--- config.mk ---
export PLATFORM = sky130hd
export DESIGN_NAME = pfba_word_unit
export DESIGN_NICKNAME = d
export VERILOG_FILES = /design/src/sv/pfba_pkg.sv /design/src/sv/pfba_word_unit.sv
export SDC_FILE = /design/constraint.sdc
export NUM_CORES = 1
export LEC_CHECK = 0
export ABC_AREA = 1
export BUFFER_PORTS_ARGS = -buffer_cell sky130_fd_sc_hd__buf_2
export CELL_PAD_IN_SITES_DETAIL_PLACEMENT = 1
export CELL_PAD_IN_SITES_GLOBAL_PLACEMENT = 1
export CORE_MARGIN = 5
export CORE_UTILIZATION = 33
export DETAILED_ROUTE_END_ITERATION = 8
export GPL_TIMING_DRIVEN = 1
export PLACE_DENSITY_LB_ADDON = 0.1
export SETUP_SLACK_MARGIN = 0.2
export SYNTH_ARGS = -nofsm -noshare
export SYNTH_HDL_FRONTEND = slang
export SYNTH_SLANG_ARGS = --single-unit
--- constraint.sdc ---
create_clock -name vclk -period 3.6
set_clock_uncertainty 0.2 [all_clocks]
set_input_delay 0.36 -clock vclk [all_inputs]
set_output_delay 0.36 -clock vclk [all_outputs]
set_load 0.01 [all_outputs]
--- src/sv/pfba_pkg.sv ---
`default_nettype none
// ----------------------------------------------------------------------------
// pfba_pkg - shared types and constants of the page frame allocator
// Field widths, sequencer states, word operation codes and the result
// record of the shared word unit.
// ----------------------------------------------------------------------------
package pfba_pkg;

   localparam int MODE_W  = 2;
   localparam int ADDR_W  = 32;
   localparam int SIZE_W  = 32;
   localparam int FADDR_W = 29;
   localparam int TOTAL_W = 18;
   localparam int FRAME_W = 20;   // frame number of a 32-bit byte address
   localparam int COUNT_W = 21;   // frame count, one above the largest frame
   localparam int WORD_W  = 32;
   localparam int BIT_W   = 5;
   localparam int PAGE_W  = 12;

   localparam int MAX_FRAME_COUNT_DEF = 131072;
   localparam int TOTAL_FRAMES_RESET  = 16384;

   localparam logic [MODE_W-1:0] MODE_ALLOC      = 2'd0;
   localparam logic [MODE_W-1:0] MODE_FREE_ONE   = 2'd1;
   localparam logic [MODE_W-1:0] MODE_RESERVE    = 2'd2;
   localparam logic [MODE_W-1:0] MODE_FREE_RANGE = 2'd3;

   typedef enum logic [2:0] {
      ST_CLEAR,
      ST_IDLE,
      ST_SUM,
      ST_BOUND,
      ST_CHECK,
      ST_SCAN,
      ST_DONE
   } state_type;

   typedef enum logic [1:0] {
      OP_ALLOC,
      OP_SET,
      OP_CLEAR
   } op_type;

   typedef struct packed {
      logic [WORD_W-1:0] new_word;
      logic              hit;
      logic [BIT_W-1:0]  bit_idx;
   } wu_result_type;

endpackage
`default_nettype wire

--- src/sv/pfba_word_unit.sv ---
`default_nettype none
// ----------------------------------------------------------------------------
// pfba_word_unit - shared bitmap word unit
// Builds the bit window [lo, hi] of one bitmap word, then sets or clears it,
// or finds the lowest clear bit inside it and marks that bit used.
// ----------------------------------------------------------------------------
module pfba_word_unit (
   input  wire pfba_pkg::op_type               op,
   input  wire logic [pfba_pkg::WORD_W-1:0]    data,
   input  wire logic [pfba_pkg::BIT_W-1:0]     lo,
   input  wire logic [pfba_pkg::BIT_W-1:0]     hi,
   output pfba_pkg::wu_result_type             res
);
   import pfba_pkg::*;

   localparam logic [WORD_W-1:0] ONES = '1;
   localparam logic [BIT_W-1:0]  TOP_BIT = BIT_W'(WORD_W - 1);

   logic [WORD_W-1:0] mask;
   logic [WORD_W-1:0] cand;
   logic [BIT_W-1:0]  low_bit;

   assign mask = (ONES << lo) & (ONES >> (TOP_BIT - hi));
   assign cand = ~data & mask;

   // lowest clear bit inside the window
   always_comb begin
      low_bit = '0;
      for (int i = WORD_W - 1; i >= 0; i--) begin
         if (cand[i]) begin
            low_bit = BIT_W'(i);
         end
      end
   end

   always_comb begin
      res.hit     = |cand;
      res.bit_idx = low_bit;
      unique case (op)
         OP_ALLOC: res.new_word = data | (WORD_W'(1) << low_bit);
         OP_SET:   res.new_word = data | mask;
         OP_CLEAR: res.new_word = data & ~mask;
         default:  res.new_word = data;
      endcase
   end

endmodule
`default_nettype wire

==> results.json, run 1 <==
{
  "seq_area_frac_synth": 0,
  "die_h_um": 94.7,
  "yosysWarnings": 0,
  "yosysUniqueCellTypes": 32,
  "tool.error": "[ERROR DPL-0033] detailed placement checks failed during check placement.",
  "syn-instance-count": 524,
  "place_area_um2": 3810,
  "initial_core_util": 0.343,
  "hpwl_mm": 11.7,
  "die_w_um": 94.7,
  "synthTopCellsByArea": "nand2_1, inv_1, nand3_1, nor2_1, a21oi_1",
  "postCtsSetupRepairBufs": 13,
  "status": "stopped before the end",
  "num_rows": 30,
  "netlist_area_um2": 2370,
  "synth_nets": 568,
  "cts_resized": 103,
  "yosys.area.top_type": "nand2_1",
  "ctsHoldBuffers": 0,
  "avgSynthCellArea_um2": 4.52,
  "gp_congestion": 0.966,
  "ios": 82,
  "haltStage": "clock tree synthesis (4_1_cts)",
  "port_buffers": 82,
  "dp.cells": 813,
  "yosysTopAreaCellShare": 0.330
}
-- synth_stat cells (all sizes together) --
cell type  number
nand4           9
o31ai           1
a21boi          1
a221oi          1
or2             7
buf             9
o21ai          14
o21bai         13
a21oi          26
a211oi          4
a31oi           5
o211a           1
o22ai           1
nor2           61
o211ai         11
nand3          48
clkbuf          9
clkinv          3
inv            79
nand2         214
nor3            7
-- per-stage QoR --
| step | TNS, ns | setup slack, ns |
|---|---|---|
| after detailed placement | -15.74 | -0.587 |
| after global placement | -11.17 | -0.464 |
| after floorplan | 0 | 0.224 |
-- cells by family after synthesis --
| family | share of synthesized area |
|---|---|
| compound gates | 0.210 |
| buf+inv | 0.164 |
| simple gates | 0.626 |
==> inputs of run 2 (changes only) <==
CELL_PAD_IN_SITES_DETAIL_PLACEMENT = default   (was 1)
CELL_PAD_IN_SITES_GLOBAL_PLACEMENT = default   (was 1)
CORE_UTILIZATION = 25   (was 33)
PLACE_DENSITY_LB_ADDON = 0.15   (was 0.1)
SETUP_SLACK_MARGIN = default   (was 0.2)
==> results.json, run 2 <==
{
  "core_area_um2": 9240,
  "synthTopCellsByArea": "nand2_1, inv_1, nand3_1, nor2_1, a21oi_1",
  "p_leak_nw": 2.53,
  "seq_area_um2": 0,
  "hpwl_mm": 10.0,
  "multi_input_area_um2": 2330,
  "overflow": 0,
  "timing.slew.headroom": 0.715,
  "required_ns": 3.04,
  "wl_per_cell_um": 14.3,
  "fin_crit_sh": 1.06,
  "nFillCells": 995,
  "status": "complete, but fails checks",
  "max_freq_ghz": 0.262,
  "synthTopCellsByCount": "nand2_1, inv_1, nor2_1",
  "syn_to_final_growth_pct": 91.8,
  "nFlopsAndLatches": 0,
  "drt_iter0_drc": 235,
  "final_antenna_net_count": 0,
  "synth_nets": 568,
  "hold_viol": 0,
  "viasPerCell": 4.66,
  "total_power_mw": 0.782,
  "cp-start-kind": "input port",
  "yosysWarnings": 0,
  "gp_congestion": 0.922,
  "grt.total_usage": 0.213,
  "final_common_cell": "nand2_1",
  "yosysUniqueCellTypes": 32,
  "slew_viol_final": 0,
  "num_rows": 35,
  "grt_pass1_vias": 4020,
  "seq_area_frac_synth": 0,
  "drv_cap": 0,
  "ios": 82,
  "port_buffers": 82,
  "setup_ws_ns": -0.220,
  "rsz0062_at_grt": "true",
  "grt_max_degree": 33,
  "antenna_found_initial": 0,
  "final_cell_mix": "nand2_1, buf_4, buf_2, inv_1, nor2_1",
  "vias": 4078,
  "die_w_um": 107,
  "drc": 0,
  "hp-class": "input port to primary output",
  "netlist_area_um2": 2370,
  "die_area_um2": 11500,
  "syn-instance-count": 524,
  "die_h_um": 107,
  "crit_type": "input port to primary output",
  "totalWireLength_mm": 12.5,
  "design_area_um2": 4540,
  "first_pass_iters": 5,
  "nClkBuffers": 0,
  "worst_pin_slew_ns": 0.423,
  "ir_drop_uv": 87.8,
  "synthMostInstantiatedCell": "nand2_1",
  "avgSynthCellArea_um2": 4.52,
  "violations": "negative setup slack",
  "place_area_um2": 3800,
  "setup_viol": 32,
  "num_antenna_cells": 0,
  "drive_gt1_frac": 0.444,
  "path_max_fanout": 6,
  "initial_core_util": 0.256,
  "grt_first_pass_wirelength_mm": 19.9,
  "finalCriticalPeriod_ns": 3.82,
  "cp.arrival_ns": 3.26,
  "end_kind": "primary output",
  "yosysTopAreaCellShare": 0.330,
  "p_per_area_nw_per_um2": 172,
  "ctsHoldBuffers": 0,
  "yosys.area.top_type": "nand2_1",
  "nets": 792
}
## run 2: cell counts after synthesis
Identical to the previous run, type by type.
## run 2: path summary, 6_finish.rpt
path              startpoint       to  slack, ns  cells past startpoint
hold / removal       data[4]  res[10]       0.85                      4
setup / recovery       lo[3]  res[25]      -0.22                     25
## run 2: power breakdown
part	internal, mW	total [mW]	switching [mW]
combinational	0.343	0.782	0.439
sequential	0	0	0
clock	0	0	0
## run 2: kinds of logic (layout without fill, tap and decap cells)
logic type,count (synthesis),count (layout),share of synthesized area
buffers and inverters,100,322,0.164
AND/OR/NAND/NOR,346,346,0.626
AO/OA/AOI/OAI,78,78,0.210
## run 2: what timing repair did
item                                    CTS  global route
pin swaps                                38            26
endpoints found under the setup margin   32            33
setup buffers                            28             8
resized for setup                       102            30
## run 2: through the flow
| stage | instances | setup slack [ns] | TNS [ns] | hold slack (ns) | utilization |
|---|---|---|---|---|---|
| 4_1_cts | 867 | -0.206 | -4.23 | 0.847 | 0.470 |
| 2_1_floorplan | 524 | 0.224 | 0 | 0.659 | - |
| 6_report | 875 | -0.220 | -4.89 | 0.846 | 0.492 |
| 5_1_grt | 875 | -0.576 | -16.02 | 0.867 | 0.492 |
| 3_5_place_dp | 842 | -0.396 | -10.26 | 0.851 | 0.411 |
| 3_3_place_gp | 842 | -0.426 | -10.81 | 0.849 | 0.411 |
## run 2: worst max-delay path, stage by stage
cell and delay, ns:
buf_8 0.11, buf_6 0.13, nor2_1 0.09, inv_1 0.07, a21oi_1 0.14, inv_1 0.08
nor2_2 0.14, inv_1 0.06, buf_4 0.13, buf_4 0.12, buf_4 0.12, buf_4 0.13
buf_4 0.12, buf_4 0.12, buf_4 0.12, buf_4 0.12, buf_4 0.12, buf_4 0.12
buf_4 0.12, buf_4 0.12, buf_4 0.12, buf_4 0.12, o211ai_1 0.14, nand2_1 0.08
buf_2 0.14
## run 2: routing by layer
| metal | share of wire | vias up | GRT usage |
|---|---|---|---|
| met5 | 0 | - | 0 |
| met4 | 0.024 | 0 | 0.0496 |
| met3 | 0.054 | 20 | 0.0264 |
| met2 | 0.45 | 120 | 0.356 |
| met1 | 0.47 | 1837 | 0.291 |
| li1 | - | 2101 | - |
## run 2: cell type report
type / count / area share
repair buffers: 240 / 0.382
multi-input cells: 424 / 0.513
inverters: 82 / 0.0697
well taps: 129 / 0.0355
Note: power is estimated with default switching activity, not from simulation.
==> inputs of run 3 (changes only) <==
PLACE_DENSITY_LB_ADDON = 0.1   (was 0.15)
==> results.json, run 3 (synthesis results as in run 2) <==
{
  "first_pass_iters": 4,
  "worst_pin_slew_ns": 0.607,
  "rsz0062_at_grt": "true",
  "finalSetupTns_ns": -9.83,
  "p_sw_mw": 0.456,
  "num_antenna_cells": 0,
  "highest_layer": "met4",
  "nFillCells": 989,
  "seqPwrFrac": 0,
  "ios": 82,
  "port_buffers": 82,
  "finalCriticalPeriod_ns": 4.00,
  "switching_share": 0.556,
  "m1WireLength_mm": 5.99,
  "nFlopsAndLatches": 0,
  "required_ns": 3.04,
  "viasPerCell": 4.65,
  "crit_type": "input port to primary output",
  "setup_ws_ns": -0.401,
  "grt_first_pass_wirelength_mm": 20.7,
  "hold_viol": 0,
  "overflow": 0,
  "power_frac_comb": 1.000,
  "p_leak_nw": 2.67,
  "drv_cap": 0,
  "end_kind": "primary output",
  "hp-class": "input port to primary output",
  "cp-start-kind": "input port",
  "gp_congestion": 0.977,
  "place_area_um2": 3840,
  "timing.slew.headroom": 0.595,
  "wl_met3_um": 825,
  "cp.arrival_ns": 3.44,
  "hpwl_mm": 10.6,
  "num_rows": 35,
  "path_max_fanout": 12,
  "setup_viol": 32,
  "fin_crit_sh": 1.11,
  "ir_drop_uv": 82.8,
  "core_area_um2": 9240,
  "die_h_um": 107,
  "total_power_mw": 0.820,
  "final_cell_mix": "nand2_1, buf_4, buf_2, inv_1, nor2_1",
  "syn_to_final_growth_pct": 102,
  "status": "complete, but fails checks",
  "seq_area_um2": 0,
  "antenna_found_initial": 0,
  "place_ws_ns": -0.675,
  "grt_max_degree": 27,
  "max_freq_ghz": 0.250,
  "grt.total_usage": 0.224,
  "design_area_um2": 4790,
  "drc": 0,
  "final_antenna_net_count": 0,
  "nClkBuffers": 0,
  "violations": "negative setup slack",
  "p_per_area_nw_per_um2": 171,
  "die_w_um": 107,
  "slew_viol_final": 0,
  "drive_gt1_frac": 0.470,
  "vias": 4182,
  "wl_per_cell_um": 14.8,
  "initial_core_util": 0.256,
  "met2_length_mm": 6.26,
  "die_area_um2": 11500,
  "grt_pass1_vias": 4062,
  "final_common_cell": "nand2_1",
  "totalWireLength_mm": 13.3,
  "drt_iter0_drc": 195,
  "p_int_mw": 0.364,
  "nets": 817,
  "pwr-share-clk": 0,
  "ctsHoldBuffers": 0
}
[run 3: metrics by stage]
step	utilization	cells	hold WS [ns]
after floorplan	-	524	0.659
after global placement	0.416	846	0.847
after detailed placement	0.416	846	0.849
after CTS	0.491	893	0.849
after global routing	0.519	900	0.884
final	0.519	900	0.839
[run 3: cell type report]
type / instances / area [µm²] / area share
multi-input cells: 424 / 2340 / 0.489
repair buffers: 265 / 1970 / 0.411
inverters: 82 / 319 / 0.0665
well taps: 129 / 161 / 0.0337
[run 3: power groups by stage]
stage                     clock network [mW]  registers [mW]  logic, mW
after floorplan                            0               0      0.316
after global placement                     0               0      0.645
after detailed placement                   0               0      0.646
after CTS                                  0               0      0.756
after global routing                       0               0      0.890
final                                      0               0      0.820
[run 3: critical path: stages]
cell	delay (ns)
buf_12	0.11
buf_4	0.13
nor2_1	0.30
nor2_1	0.12
o21ai_0	0.15
buf_4	0.18
a21oi_1	0.05
nand2_1	0.12
nand2_1	0.09
nor2_1	0.17
nand2_1	0.12
nor3_1	0.45
buf_4	0.22
inv_1	0.04
nor2_1	0.12
buf_4	0.26
nand3_2	0.09
nand2_1	0.06
nand2_1	0.04
nand2_1	0.11
buf_2	0.14
[run 3: layer usage]
layer  up-vias  global-route usage
met5         -                   0
met4         0              0.0361
met3        12              0.0168
met2       121               0.386
met1      1893               0.310
li1       2156                   -
[run 3: final timing paths]
kind                     start  endpoint  slack [ns]  cells after the start
worst max-delay path     hi[4]   res[27]       -0.40                     21
worst min-delay path  data[25]   res[31]        0.84                      4
[run 3: timing repair]
item / in CTS / in global routing
resized for setup: 95 / 48
setup endpoints to repair: 33 / 34
buffers inserted: 48 / 8
pin swaps: 42 / 45
